`config.mk`:
```
export PLATFORM = sky130hd
export DESIGN_NAME = lru_page_replacement
export DESIGN_NICKNAME = d
export VERILOG_FILES = /design/src/lrupr_pkg.sv /design/src/lrupr_cell.sv /design/src/lru_page_replacement.sv
export SDC_FILE = /design/constraint.sdc
export NUM_CORES = 1
export LEC_CHECK = 0
export ABC_CLOCK_PERIOD_IN_PS = 8500
export BUFFER_PORTS_ARGS = -buffer_cell sky130_fd_sc_hd__buf_4
export CAP_MARGIN = 20
export CELL_PAD_IN_SITES_DETAIL_PLACEMENT = 2
export CELL_PAD_IN_SITES_GLOBAL_PLACEMENT = 2
export CORE_ASPECT_RATIO = 0.5
export CORE_UTILIZATION = 42
export CTS_BUF_LIST = sky130_fd_sc_hd__clkbuf_4
export DETAILED_ROUTE_END_ITERATION = 12
export PLACE_DENSITY_LB_ADDON = 0.12
export SETUP_SLACK_MARGIN = 0.2
export SLEW_MARGIN = 10
export SYNTH_ARGS = -nofsm -noshare
export SYNTH_HDL_FRONTEND = slang
export SYNTH_SLANG_ARGS = --single-unit
```
`constraint.sdc`:
```
create_clock -name i_clk -period 8.5 [get_ports i_clk]
set_input_delay 1.275 -clock i_clk [delete_from_list [all_inputs] [get_ports i_clk]]
set_output_delay 1.275 -clock i_clk [all_outputs]
set_load 0.01 [all_outputs]
```
`src/lrupr_pkg.sv`:
```
// Shared types and constants of the page replacement block.
`default_nettype none
package lrupr_pkg;

    localparam int CFG_W      = 4;
    localparam int OUT_SLOT_W = 3;
    localparam int OUT_PAGE_W = 8;
    localparam int FAULT_W    = 16;

    localparam logic [CFG_W-1:0]   CFG_RESET = 4'd3;
    localparam logic [FAULT_W-1:0] FAULT_MAX = 16'hFFFF;

    // Control handed from the top level to one cell.
    typedef struct packed {
        logic clear;  // return to the reset entry
        logic take;   // load the entry offered at the data input
    } t_cell_ctrl;

    // Status one cell reports for the current reference.
    typedef struct packed {
        logic active; // slot number lies below the active frame count
        logic hit;    // active, occupied and holding the referenced page
        logic empty;  // active and not occupied
    } t_cell_stat;

endpackage
`default_nettype wire

```
`src/lrupr_cell.sv`:
```
// One recency stack position: slot number, occupancy and resident page.
`default_nettype none
module lrupr_cell #(
    parameter int SLOT_W = 3,
    parameter int PAGE_W = 8,
    parameter int INDEX  = 0
) (
    input  wire logic                  i_clk,
    input  wire logic                  i_rst_n,
    input  wire lrupr_pkg::t_cell_ctrl i_ctrl,
    input  wire logic [SLOT_W-1:0]     i_d_slot,
    input  wire logic                  i_d_valid,
    input  wire logic [PAGE_W-1:0]     i_d_page,
    input  wire logic [PAGE_W-1:0]     i_page,
    input  wire logic [SLOT_W:0]       i_active_cnt,
    output logic [SLOT_W-1:0]          o_slot,
    output logic                       o_valid,
    output logic [PAGE_W-1:0]          o_page,
    output lrupr_pkg::t_cell_stat      o_stat
);
    import lrupr_pkg::*;

    logic [SLOT_W-1:0] r_slot;
    logic              r_valid;
    logic [PAGE_W-1:0] r_page;
    logic              active;

    // The slot number and occupancy are control state; the page is payload.
    always_ff @(posedge i_clk) begin
        if (!i_rst_n || i_ctrl.clear) begin
            r_slot  <= SLOT_W'(INDEX);
            r_valid <= 1'b0;
        end else if (i_ctrl.take) begin
            r_slot  <= i_d_slot;
            r_valid <= i_d_valid;
        end
    end

    always_ff @(posedge i_clk) begin
        if (i_ctrl.take) begin
            r_page <= i_d_page;
        end
    end

    assign active       = {1'b0, r_slot} < i_active_cnt;
    assign o_stat.active = active;
    assign o_stat.hit    = active && r_valid && (r_page == i_page);
    assign o_stat.empty  = active && !r_valid;
    assign o_slot        = r_slot;
    assign o_valid       = r_valid;
    assign o_page        = r_page;

endmodule
`default_nettype wire

```
`src/lru_page_replacement.sv`:
```
// Top level of the least-recently-used page replacement block.
//
//  channel  | handshake            | payload
//  ---------+----------------------+------------------------------------------
//  input    | i_valid / o_stall    | i_page, i_last_reference
//  result   | o_valid / i_stall    | o_hit, o_frame_slot, o_evicted_valid,
//           |                      | o_evicted_page, o_fault_count
//  config   | i_cfg_we             | i_cfg_data (frames_in_use)
//
// Every reference is resolved in the cycle it is accepted and its result is
// registered, so one reference per cycle is taken while the result side keeps up.
// Within that cycle the work is the lookup across the row of cells, the
// choice of hit, empty or victim slot, and the one-step shift of the stack.
// Reset is synchronous and active low; it restores the frame count to 3 and
// the stack to slot order with all frames empty. A stalled result holds the
// output register and raises o_stall, which holds off the next reference.
`default_nettype none
module lru_page_replacement #(
    parameter int FRAMES    = 8,
    parameter int PAGE_BITS = 8
) (
    input  wire logic                              i_clk,
    input  wire logic                              i_rst_n,
    input  wire logic                              i_cfg_we,
    input  wire logic [lrupr_pkg::CFG_W-1:0]       i_cfg_data,
    input  wire logic                              i_valid,
    output logic                                   o_stall,
    input  wire logic [lrupr_pkg::OUT_PAGE_W-1:0]  i_page,
    input  wire logic                              i_last_reference,
    output logic                                   o_valid,
    input  wire logic                              i_stall,
    output logic                                   o_hit,
    output logic [lrupr_pkg::OUT_SLOT_W-1:0]       o_frame_slot,
    output logic                                   o_evicted_valid,
    output logic [lrupr_pkg::OUT_PAGE_W-1:0]       o_evicted_page,
    output logic [lrupr_pkg::FAULT_W-1:0]          o_fault_count
);
    import lrupr_pkg::*;

    // Slot numbers need enough bits for FRAMES slots; the active count one
    // more so that it can hold FRAMES itself. Pages beyond the port width
    // are never seen, so the stored page is the narrower of the two.
    localparam int SLOT_W = (FRAMES > 1) ? $clog2(FRAMES) : 1;
    localparam int PAGE_W = (PAGE_BITS < OUT_PAGE_W) ? PAGE_BITS : OUT_PAGE_W;

    logic [CFG_W-1:0]   r_frames_cfg;
    logic [SLOT_W:0]    active_cnt;
    logic [CFG_W:0]     cfg_ext;
    logic               in_accept;
    logic [PAGE_W-1:0]  page_in;

    // Row of cells, position 0 is the most recently used.
    t_cell_ctrl         cell_ctrl  [FRAMES];
    t_cell_stat         cell_stat  [FRAMES];
    logic [SLOT_W-1:0]  cell_slot  [FRAMES];
    logic               cell_valid [FRAMES];
    logic [PAGE_W-1:0]  cell_page  [FRAMES];
    logic [SLOT_W-1:0]  d_slot     [FRAMES];
    logic               d_valid    [FRAMES];
    logic [PAGE_W-1:0]  d_page     [FRAMES];

    logic [FRAMES-1:0]  hit_vec;
    logic [FRAMES-1:0]  empty_vec;
    logic [FRAMES-1:0]  take_vec;
    logic               any_hit;
    logic               any_empty;
    logic [SLOT_W-1:0]  hit_slot;
    logic [SLOT_W-1:0]  empty_slot;
    logic [SLOT_W-1:0]  victim_slot;
    logic [PAGE_W-1:0]  victim_page;
    logic [SLOT_W-1:0]  chosen_slot;

    logic [FAULT_W-1:0] r_fault;
    logic [FAULT_W-1:0] n_fault;

    logic                  r_out_valid;
    logic                  r_hit;
    logic [OUT_SLOT_W-1:0] r_slot;
    logic                  r_ev_valid;
    logic [OUT_PAGE_W-1:0] r_ev_page;
    logic [FAULT_W-1:0]    r_fault_out;

    // A new reference is held off only while a finished result waits.
    assign o_stall   = r_out_valid && i_stall;
    assign in_accept = i_valid && !o_stall;
    assign page_in   = i_page[PAGE_W-1:0];

    // Frame count register; a last reference leaves it untouched.
    always_ff @(posedge i_clk) begin
        if (!i_rst_n) begin
            r_frames_cfg <= CFG_RESET;
        end else if (i_cfg_we) begin
            r_frames_cfg <= i_cfg_data;
        end
    end

    // A count of zero acts as one, and a count above FRAMES as FRAMES.
    always_comb begin
        cfg_ext = {1'b0, r_frames_cfg};
        priority if (cfg_ext == '0) begin
            active_cnt = (SLOT_W+1)'(1);
        end else if (cfg_ext > (CFG_W+1)'(FRAMES)) begin
            active_cnt = (SLOT_W+1)'(FRAMES);
        end else begin
            active_cnt = (SLOT_W+1)'(cfg_ext);
        end
    end

    generate
        for (genvar p = 0; p < FRAMES; p++) begin : g_cell
            if (p == 0) begin : g_top
                // The referenced page enters at the most recent position.
                assign d_slot[p]  = chosen_slot;
                assign d_valid[p] = 1'b1;
                assign d_page[p]  = page_in;
            end else begin : g_shift
                assign d_slot[p]  = cell_slot[p-1];
                assign d_valid[p] = cell_valid[p-1];
                assign d_page[p]  = cell_page[p-1];
            end

            assign cell_ctrl[p].clear = in_accept && i_last_reference;
            assign cell_ctrl[p].take  = in_accept && take_vec[p];

            lrupr_cell #(
                .SLOT_W (SLOT_W),
                .PAGE_W (PAGE_W),
                .INDEX  (p)
            ) u_cell (
                .i_clk        (i_clk),
                .i_rst_n      (i_rst_n),
                .i_ctrl       (cell_ctrl[p]),
                .i_d_slot     (d_slot[p]),
                .i_d_valid    (d_valid[p]),
                .i_d_page     (d_page[p]),
                .i_page       (page_in),
                .i_active_cnt (active_cnt),
                .o_slot       (cell_slot[p]),
                .o_valid      (cell_valid[p]),
                .o_page       (cell_page[p]),
                .o_stat       (cell_stat[p])
            );
        end
    endgenerate

    // Lookup and replacement choice. Hits and empty frames are gathered per
    // slot number so the lowest slot wins; the victim is the deepest active
    // position in the stack.
    always_comb begin
        logic run;
        hit_vec     = '0;
        empty_vec   = '0;
        hit_slot    = '0;
        empty_slot  = '0;
        victim_slot = '0;
        victim_page = '0;
        for (int p = 0; p < FRAMES; p++) begin
            for (int s = 0; s < FRAMES; s++) begin
                if (cell_slot[p] == SLOT_W'(s)) begin
                    hit_vec[s]   = hit_vec[s] | cell_stat[p].hit;
                    empty_vec[s] = empty_vec[s] | cell_stat[p].empty;
                end
            end
            if (cell_stat[p].active) begin
                victim_slot = cell_slot[p];
                victim_page = cell_page[p];
            end
        end
        any_hit   = |hit_vec;
        any_empty = |empty_vec;
        for (int s = FRAMES - 1; s >= 0; s--) begin
            if (hit_vec[s]) begin
                hit_slot = SLOT_W'(s);
            end
            if (empty_vec[s]) begin
                empty_slot = SLOT_W'(s);
            end
        end
        priority if (any_hit) begin
            chosen_slot = hit_slot;
        end else if (any_empty) begin
            chosen_slot = empty_slot;
        end else begin
            chosen_slot = victim_slot;
        end
        // Every position at or above the chosen slot's position moves down
        // by one; the positions below it keep their entries.
        run = 1'b0;
        for (int p = FRAMES - 1; p >= 0; p--) begin
            run         = run | (cell_slot[p] == chosen_slot);
            take_vec[p] = run;
        end
    end

    // Fault total counts misses, holds at its maximum and clears on a last reference.
    always_comb begin
        if (any_hit || (r_fault == FAULT_MAX)) begin
            n_fault = r_fault;
        end else begin
            n_fault = r_fault + FAULT_W'(1);
        end
    end

    always_ff @(posedge i_clk) begin
        if (!i_rst_n) begin
            r_fault <= '0;
        end else if (in_accept) begin
            r_fault <= i_last_reference ? '0 : n_fault;
        end
    end

    // Output register: loaded on every accepted reference, emptied when the
    // result transaction completes.
    always_ff @(posedge i_clk) begin
        if (!i_rst_n) begin
            r_out_valid <= 1'b0;
        end else if (in_accept) begin
            r_out_valid <= 1'b1;
        end else if (!i_stall) begin
            r_out_valid <= 1'b0;
        end
    end

    always_ff @(posedge i_clk) begin
        if (in_accept) begin
            r_hit       <= any_hit;
            r_slot      <= OUT_SLOT_W'(chosen_slot);
            r_ev_valid  <= !any_hit && !any_empty;
            r_ev_page   <= (!any_hit && !any_empty) ? OUT_PAGE_W'(victim_page) : '0;
            r_fault_out <= n_fault;
        end
    end

    assign o_valid         = r_out_valid;
    assign o_hit           = r_hit;
    assign o_frame_slot    = r_slot;
    assign o_evicted_valid = r_ev_valid;
    assign o_evicted_page  = r_ev_page;
    assign o_fault_count   = r_fault_out;

endmodule
`default_nettype wire

```
==> results of run 1 <==
==> layer usage <==
metal,wire length (um),share of wire,track usage
met5,0,0,0
met4,1420,0.027,0.130
met3,6060,0.12,0.117
met2,22700,0.43,0.608
met1,22400,0.43,0.539
==> flip-flops by register name, indices dropped and copies added, names as in the netlist <==
register / flops
o_hit: 1
r_fault: 16
g_cell.u_cell.o_page: 64
o_valid: 1
o_fault_count: 16
g_cell.u_cell.o_valid: 8
o_frame_slot: 3
g_cell.u_cell.o_slot: 24
r_frames_cfg: 4
o_evicted_valid: 1
o_evicted_page: 8
==> power by group through the flow <==
stage	Clock, mW	Combinational [mW]	Sequential [mW]
CTS	0.465	1.21	1.06
global route	0.487	1.30	1.08
global placement	0	1.12	1.06
floorplan	0	0.807	1.01
finish	0.460	1.25	1.07
detailed placement	0	1.18	1.07
==> critical path, stage by stage (launching register included) <==
cell      delay, ns
dfxtp_1        0.36
inv_1          0.55
nand2_1        0.49
ha_1           0.52
nand2_1        0.09
o31ai_2        0.72
and2_1         0.62
nor4b_1        0.23
nor4_1         0.45
nand4_1        0.28
or2_1          0.40
nor4_2         0.51
a21oi_2        0.28
xnor2_1        0.44
o211ai_4       0.19
o31ai_4        0.68
nand3_1        0.63
o21a_1         0.36
==> worst paths after layout <==
check / to / slack [ns]
max: g_cell[0].u_cell.o_valid / 0.53
min: g_cell[3].u_cell.o_page[6] / 0.51
max reg2reg: g_cell[0].u_cell.o_valid / 0.53
min reg2reg: g_cell[3].u_cell.o_page[6] / 0.51
==> cell type report <==
type / instances / area (sq um)
Multi-Input combinational cell: 943 / 6490
Clock buffer: 17 / 128
Tap cell: 344 / 430
Inverter: 32 / 125
Sequential cell: 146 / 3850
Fill cell: 2727 / 13500
Clock inverter: 14 / 123
Timing Repair Buffer: 77 / 578
==> stage by stage <==
stage	worst slack [ns]	total power [mW]	hold slack (ns)	util	std cells
after floorplan	3.39	1.81	0.460	-	1199
after global placement	1.55	2.18	0.495	0.454	1540
after detailed placement	1.06	2.25	0.499	0.454	1540
after CTS	0.836	2.74	0.516	0.464	1571
after global routing	0.385	2.87	0.545	0.465	1573
final	0.531	2.78	0.511	0.465	1573
==> synthesized netlist by cell type (7+ instances only) <==
| cell | n | area share |
|---|---|---|
| o21ai_1 | 8 | 0.0037 |
| o311ai_0 | 12 | 0.0097 |
| o211ai_1 | 41 | 0.029 |
| xnor2_1 | 77 | 0.062 |
| and2_1 | 19 | 0.011 |
| nand3b_1 | 7 | 0.0049 |
| or2_2 | 7 | 0.0041 |
| and3_1 | 12 | 0.0070 |
| nor2b_1 | 39 | 0.023 |
| a32o_1 | 7 | 0.0065 |
| dfxtp_1 | 53 | 0.098 |
| a22oi_1 | 18 | 0.013 |
| ha_1 | 17 | 0.020 |
| o21a_1 | 11 | 0.0076 |
| nand4_1 | 31 | 0.018 |
| or3_1 | 12 | 0.0070 |
| and4_1 | 8 | 0.0065 |
| mux2i_1 | 22 | 0.020 |
| nor4_1 | 18 | 0.010 |
| a21oi_1 | 25 | 0.012 |
| o2111ai_1 | 14 | 0.011 |
| xor2_1 | 18 | 0.015 |
| clkbuf_1 | 48 | 0.017 |
| buf_2 | 18 | 0.0083 |
| a32oi_1 | 10 | 0.0081 |
| a211oi_1 | 8 | 0.0056 |
| nand2_1 | 109 | 0.038 |
| nor3_1 | 30 | 0.014 |
| inv_1 | 30 | 0.010 |
| o21ai_0 | 34 | 0.016 |
| a221oi_1 | 11 | 0.0089 |
| a2111oi_0 | 8 | 0.0065 |
| nand2b_1 | 19 | 0.011 |
| edfxtp_1 | 93 | 0.26 |
| nand3_1 | 48 | 0.022 |
| nor2_1 | 103 | 0.036 |
==> kinds of logic (layout without fill, tap and decap cells) <==
family / Yosys count / count (layout) / synth area share
AND/OR/NAND/NOR: 499 / 499 / 0.244
AO/OA/AOI/OAI: 308 / 308 / 0.235
buffers and inverters: 110 / 140 / 0.0450
flip-flops: 146 / 146 / 0.357
multiplexers: 24 / 24 / 0.0225
adder cells (fa/ha/maj): 17 / 17 / 0.0197
XOR/XNOR: 95 / 95 / 0.0771
==> run metrics, run 1 <==
DR pass1 iterations=6; post-route ant nets=0; peak supply drop=0.000197 V; die width=229 um; post-CTS resize count=0; DRT iter0 DRCs=1175; Tot GR Track Use=0.397; # diodes=0; first-pass GRT wire length=75500 um; # IOs=49; max-slew violation count=0; Area Growth Syn to Fin=8.61%; Hold Startpoint=g_cell[2].u_cell.o_page[6]; Final GP Congestion=1.07; CP max FO=17; DR vias=10900; Int Power=1.42 mW; antenna violations before repair=1; Clk pwr share=0.165; number of flops mapped to enable cells by yosys=93; R2R Path Start=r_frames_cfg[3]; sequential share of the synthesized area=0.357; core area=25200 sq um; endpoints failing setup=0; net switching power=1.36 mW; CP required=9.06 ns; share of layout cells above drive strength 1=0.129; die area=26400 sq um; maximum clock insertion buffer count=2; worst hold path depth=0; largest net degree at the start of global routing=49; Sum Neg Setup Slack=0 ns; area post-placement=11500 sq um; max_slew headroom=0.250; Die Height=115 um; GRT Residual Overflow=0; Synth Area per Inst=9.00 sq um; CP endpoint kind=register; vias in the first global route=11000; commonest non-fill, non-tap cell in the layout=nand2_1; synth unique cells=104; clock-pin transition on the worst setup and hold timing paths=0.20 ns; WP data arrival=8.53 ns; Tmin final=7.97 ns; Setup Buffers After CTS=0; Root Driver=clkbuf_4; final period utilization=0.938; Crit. Startpoint=r_frames_cfg[3]; # port buffers=48; worst setup path class=reg2reg; CTS tree=done; Starting Density=0.428; Reg2Reg Depth=17; Post-Syn Area=10800 sq um; RSZ-0062 raised after global routing=no; type of the worst min-delay path=reg2reg; CP Launch Type=register; final wirelength=52600 um; H-tree depth=4; power share of the combinational group=0.451; outcome=complete, no violations; cells after synthesis=1199; Hold Fails Final Rpt=0; via density per instance=6.93; Post-CTS Hold Buffers=0; Leak=4.03 nW; number of remaining DRC errors=0; power density cells=237 nW/um^2; Post-synth ARST share=0; Synth warnings=0; Rows=41; Syn Nets=1234; hpwl dp=39500 um; fmax=125 MHz; Max Clock Skew=0.0619 ns; worst-margin pin slew=1.12 ns; number of max-cap violations=0; later-pin clock latency in the skew report=0.69 ns; most common flop cell mapped by yosys=edfxtp_1; Sw Ratio=0.488; Final #Nets=1252; sequential power share=0.384; most frequent cells in the layout=nand2_1 (109), nor2_1 (103), edfxtp_1 (93); Clock Sinks=146; WL per Instance=33.4 um; cts bufs inserted=17; Design Area, Final=11700 sq um; Seq cells post-synth=146
(Power assumes the default switching activity.)
==> run 2, diff against run 1 <==
--- a/config.mk
+++ b/config.mk
@@ -6,7 +6,7 @@
 export NUM_CORES = 1
 export LEC_CHECK = 0
 export ABC_CLOCK_PERIOD_IN_PS = 8500
-export BUFFER_PORTS_ARGS = -buffer_cell sky130_fd_sc_hd__buf_4
+export BUFFER_PORTS_ARGS = -buffer_cell sky130_fd_sc_hd__buf_2
 export CAP_MARGIN = 20
 export CELL_PAD_IN_SITES_DETAIL_PLACEMENT = 2
 export CELL_PAD_IN_SITES_GLOBAL_PLACEMENT = 2
==> run 2 against run 1 <==
Register-to-register slack improved by 0.40 ns. Combinational power barely moved. Setup slack improved by 0.40 ns. Worst hold slack got worse by 0.015 ns. Flip-flop and latch count did not move. Maximum frequency rose by 5.3%. Cell count rose by 0.51%. Critical path type unchanged. Sequential share of layout area rose by 0.091 points. Wire length fell by 4.2%. Largest power group unchanged. Via count rose by 0.42%. Clock power rose by 15%. Cell area fell by 0.28%.
==> run metrics, run 2 (synthesis results as in run 1) <==
power share of the combinational group=0.441; CP max FO=23; share of layout cells above drive strength 1=0.129; Int Power=1.49 mW; fmax=132 MHz; uppermost routed layer=met5; Leak=4.08 nW; largest net degree at the start of global routing=49; number of remaining DRC errors=0; die width=229 um; DR WL met2=21700 um; CP required=9.09 ns; filler instances=2790; endpoints failing setup=0; antenna violations before repair=2; hold slack final=0.496 ns; commonest non-fill, non-tap cell in the layout=nand2_1; number of max-cap violations=0; worst setup path class=reg2reg; Max Clock Skew=0.0552 ns; Final #Nets=1255; later-pin clock latency in the skew report=0.71 ns; Rows=41; DR vias=11000; via density per instance=6.93; CTS tree=done; cts bufs inserted=17; Placed Instances=1541; Post-CTS Hold Buffers=0; peak supply drop=0.000223 V; WL met3=5370 um; hpwl dp=38900 um; Total Power=2.82 mW; Post-Route Utilization=0.463; # port buffers=48; max FFs per register=64; post-CTS resize count=0; Clk pwr share=0.188; DR pass1 iterations=5; Die Height=115 um; first-pass GRT wire length=73900 um; GRT Residual Overflow=0; maximum clock insertion buffer count=2; Starting Density=0.428; vias in the first global route=10900; Tmin final=7.57 ns; core area=25200 sq um; final period utilization=0.891; max_slew headroom=0.259; most frequent cells in the layout=nand2_1 (109), nor2_1 (103), edfxtp_1 (93); Root Driver=clkbuf_4; net switching power=1.33 mW; Hold Fails Final Rpt=0; final wirelength=50400 um; max-slew violation count=0; H-tree depth=4; Sw Ratio=0.473; CP endpoint kind=register; Sum Neg Setup Slack=0 ns; DRT iter0 DRCs=1279; Metal-1 WL=21700 um; Setup Buffers After CTS=0; post-route ant nets=0; Final GP Congestion=1.11; RSZ-0062 raised after global routing=no; clock-pin transition on the worst setup and hold timing paths=0.20 ns; type of the worst min-delay path=reg2reg; WL per Instance=31.9 um; sequential power share=0.371; CP Launch Type=register; Clock Sinks=146; fin cells=1581; # IOs=49; outcome=complete, no violations; power density cells=241 nW/um^2; Tot GR Track Use=0.385; Area Growth Syn to Fin=8.31%; die area=26400 sq um; worst-margin pin slew=1.11 ns; WP data arrival=8.16 ns
==> run 2: per-stage QoR <==
stage / worst slack, ns / cell area (sq um)
2_1_floorplan: 3.39 / 10800
3_3_place_gp: 1.63 / 11300
3_5_place_dp: 1.22 / 11300
4_1_cts: 1.15 / 11600
5_1_grt: 0.692 / 11700
6_report: 0.930 / 11700
==> run 2: layout make-up <==
cell class / instances / area [sq um] / share of cell area
repair buffers: 80 / 485 / 0.0415
multi-input cells: 943 / 6470 / 0.554
diodes: 4 / 10.0 / 0.000856
clock buffers: 17 / 128 / 0.0109
well taps: 344 / 430 / 0.0368
inverters: 32 / 125 / 0.0107
clock inverters: 15 / 188 / 0.0161
flip-flops and latches: 146 / 3850 / 0.330
==> run 2: metal layers <==
metal  vias to the layer above  track usage
li1                       4653            -
met1                      5582        0.510
met2                       584        0.598
met3                       129        0.121
met4                         2        0.123
met5                         -       0.0122
==> run 2: worst paths after layout <==
check,start,to,slack [ns],cells after the start
worst max-delay path,r_frames_cfg[3],g_cell[0].u_cell.o_valid,0.93,17
worst min-delay path,g_cell[2].u_cell.o_page[3],g_cell[3].u_cell.o_page[3],0.50,0
worst min register to register,g_cell[2].u_cell.o_page[3],g_cell[3].u_cell.o_page[3],0.50,0
worst max register to register,r_frames_cfg[3],g_cell[0].u_cell.o_valid,0.93,17
==> run 2: power by group through the flow <==
stage          combinational (mW)  clock [mW]  sequential (mW)
2_1_floorplan               0.807           0             1.01
3_3_place_gp                 1.12           0             1.05
3_5_place_dp                 1.19           0             1.06
4_1_cts                      1.20       0.539             1.04
5_1_grt                      1.30       0.564             1.05
6_report                     1.24       0.530             1.05
==> run 2: critical path, stage by stage (launching register included) <==
cell       delay [ns]
dfxtp_1          0.37
inv_1            0.51
nand2_1          0.45
ha_1             0.37
or4_1            0.50
o22ai_2          0.88
o2111ai_2        0.41
or2_2            0.41
o21ai_0          0.24
a211oi_1         0.09
a21o_1           0.19
a221o_1          0.33
a21oi_2          0.67
xnor2_1          0.25
nor3_4           0.16
o31ai_4          0.69
nand3_1          0.57
o21a_1           0.34
==> run 3, diff against run 2 <==
--- a/config.mk
+++ b/config.mk
@@ -8,8 +8,8 @@
 export ABC_CLOCK_PERIOD_IN_PS = 8500
 export BUFFER_PORTS_ARGS = -buffer_cell sky130_fd_sc_hd__buf_2
 export CAP_MARGIN = 20
-export CELL_PAD_IN_SITES_DETAIL_PLACEMENT = 2
-export CELL_PAD_IN_SITES_GLOBAL_PLACEMENT = 2
+export CELL_PAD_IN_SITES_DETAIL_PLACEMENT = 0
+export CELL_PAD_IN_SITES_GLOBAL_PLACEMENT = 1
 export CORE_ASPECT_RATIO = 0.5
 export CORE_UTILIZATION = 42
 export CTS_BUF_LIST = sky130_fd_sc_hd__clkbuf_4
@@ -19,4 +19,5 @@
 export SLEW_MARGIN = 10
 export SYNTH_ARGS = -nofsm -noshare
 export SYNTH_HDL_FRONTEND = slang
+export SYNTH_HIERARCHICAL = 1
 export SYNTH_SLANG_ARGS = --single-unit
==> run 3 against run 2 <==
Cell count shrank 16%. Sequential power grew 10%. Cell area shrank 11%. Flip-flop and latch count is the same. Sequential share of layout area grew 3.9 points. Global-route usage shrank 11 points. Critical endpoint is now g_cell[5].u_cell/o_slot[2]. Largest power group is now sequential cells.
==> run metrics, run 3 <==
outcome=complete, no violations; CP required=9.03 ns; Post-CTS Hold Buffers=0; Sum Neg Setup Slack=0 ns; post-route ant nets=0; vias in the first global route=7974; Die Height=110 um; Max Clock Skew=0.0265 ns; fmax=157 MHz; max FFs per register=64; post-CTS resize count=0; Design Area, Final=10500 sq um; commonest non-fill, non-tap cell in the layout=edfxtp_1; max_slew headroom=0.220; maximum clock insertion buffer count=2; Post-synth ARST share=0; die area=23900 sq um; Reg area=3850 sq um; Leak=3.67 nW; Area Growth Syn to Fin=6.90%; Crit. Startpoint=r_frames_cfg[3]; WL per Instance=23.7 um; core area=22800 sq um; Sw Ratio=0.418; filler instances=2218; CP max FO=13; H-tree depth=4; final wirelength=31600 um; cells after synthesis=1011; Final #Nets=1048; commonest cells in the netlist=edfxtp_1 (93), xnor2_1 (85), nand2_1 (74), nor2_1 (63), dfxtp_1 (53); Hold Fails Final Rpt=0; clock-pin transition on the worst setup and hold timing paths=0.14 ns; Yosys top cell by area=edfxtp_1; number of remaining DRC errors=0; # diodes=0; net switching power=1.17 mW; CTS tree=done; CP Launch Type=register; most instantiated library cell after synthesis=edfxtp_1; sequential share of the synthesized area=0.394; Int Power=1.62 mW; type of the worst min-delay path=reg2reg; worst-margin pin slew=1.17 ns; Top Usage Layer GRT=met2; Rows=39; DR vias=8279; peak supply drop=0.000183 V; Placed Instances=1301; power share of the combinational group=0.406; synth unique cells=72; power density cells=267 nW/um^2; RR Endpoint=g_cell[5].u_cell/o_slot[2]; area post-placement=10100 sq um; # port buffers=48; Final GP Congestion=0.879; met2 usage=0.421; R2R Path Start=r_frames_cfg[3]; hpwl dp=21600 um; Clock Sinks=146; met1 GRT Util=0.369; endpoints failing setup=0; # IOs=49; die width=218 um; most frequent cells in the layout=edfxtp_1 (93), xnor2_1 (85), nand2_1 (74); Synth warnings=6; Starting Density=0.428; Setup Buffers After CTS=0; Post-Syn Area=9780 sq um; Tmin final=6.36 ns; post-synth top area share=0.286; DR pass1 iterations=7; DRT iter0 DRCs=785; Seq cells post-synth=146; Clk pwr share=0.180; Reg2Reg Depth=17; number of flops mapped to enable cells by yosys=93; antenna violations before repair=0; final period utilization=0.748; sequential power share=0.415; max-slew violation count=0; CP endpoint kind=register; GRT Residual Overflow=0; WP data arrival=6.89 ns; number of max-cap violations=0; worst hold path depth=0; met3 usage=0.0711; fin cells=1333; Syn Nets=1046; R2R setup slack=2.14 ns; Synth Area per Inst=9.67 sq um; first-pass GRT wire length=48500 um; via density per instance=6.21; most common flop cell mapped by yosys=edfxtp_1; later-pin clock latency in the skew report=0.63 ns; Tot GR Track Use=0.273; Multi-input gate area=5400 sq um; share of layout cells above drive strength 1=0.117; Root Driver=clkbuf_4; end of the critical path=g_cell[5].u_cell/o_slot[2]; largest net degree at the start of global routing=33; Area contributors post-synth=edfxtp_1 (29%), dfxtp_1 (11%), xnor2_1 (7.6%), mux2i_1 (5.0%), nor4bb_1 (4.4%); worst setup path class=reg2reg; hold slack final=0.512 ns; cts bufs inserted=17; RSZ-0062 raised after global routing=no
==> run 3: cell count changes after synthesis, sizes merged, moves of 21 or more <==
cell / change
nand4b: +24
o211ai: -32
nand2: -35
buf: +21
nor2: -40
mux2i: +27
nor4bb: +42
nand3: -22
==> run 3: cell type report <==
type                            instances  area share
Sequential cell                       146       0.369
Clock inverter                         14      0.0171
Tap cell                              307      0.0367
Timing Repair Buffer                   67      0.0366
Clock buffer                           18      0.0129
Inverter                               32      0.0115
Multi-Input combinational cell        749       0.516
==> run 3: metrics by stage <==
step                power [mW]  setup slack (ns)  utilization
CTS                       2.79              2.27        0.458
global route              2.94              1.83        0.458
floorplan                 1.92              3.41            -
global placement          2.28              2.07        0.444
finish                    2.79              2.14        0.458
detailed placement        2.29              2.02        0.444
==> run 3: worst min path at each step <==
| stage | start | to | slack [ns] |
|---|---|---|---|
| after global placement | g_cell[1].u_cell/o_page[4] | g_cell[2].u_cell/o_page[4] | 0.48 |
| final | g_cell[4].u_cell/o_page[5] | g_cell[5].u_cell/o_page[5] | 0.51 |
| after floorplan | r_frames_cfg[0] | r_frames_cfg[0] | 0.44 |
| after global routing | g_cell[4].u_cell/o_page[5] | g_cell[5].u_cell/o_page[5] | 0.52 |
| after detailed placement | g_cell[1].u_cell/o_page[5] | g_cell[2].u_cell/o_page[5] | 0.49 |
| after CTS | g_cell[0].u_cell/o_page[7] | g_cell[1].u_cell/o_page[7] | 0.52 |
==> run 3: power by group through the flow <==
stage                     clock [mW]  sequential, mW  combinational [mW]
after floorplan                    0            1.10               0.816
after global placement             0            1.17                1.11
after detailed placement           0            1.17                1.12
after CTS                      0.514            1.15                1.12
after global routing           0.544            1.18                1.22
final                          0.501            1.16                1.13
==> run 3: logic make-up (layout without fill, tap and decap cells) <==
| logic type | Yosys count | after routing | synth area share |
|---|---|---|---|
| simple gates | 415 | 415 | 0.264 |
| compound gates | 172 | 172 | 0.130 |
| flops | 146 | 146 | 0.394 |
| buf+inv | 116 | 131 | 0.0539 |
| xor+xnor | 93 | 93 | 0.0833 |
| mux | 51 | 51 | 0.0525 |
| fa+ha+maj | 17 | 17 | 0.0218 |
| other cells | 1 | 1 | 0.000384 |
==> run 3: worst max-delay path, cell delays in order, from the launching register on <==
cell,delay (ns)
dfxtp_1,0.46
nor2b_1,0.56
inv_1,0.11
ha_1,0.31
a211o_1,0.32
a2111oi_2,0.98
nor4bb_1,0.35
nor4_1,0.12
nand4_1,0.20
nand4bb_1,0.25
nand2b_1,0.31
a311oi_1,0.15
a2bb2oi_2,0.36
clkinv_1,0.34
mux2_2,0.59
a21o_1,0.52
mux2i_1,0.24
nand2_1,0.07
==> run 3: routing by layer <==
metal | wire [um] | vias to the layer above
met1 | 14500 | 4062
met5 | 0 | -
met2 | 13700 | 344
met4 | 701 | 0
met3 | 2580 | 60
li1 | - | 3813
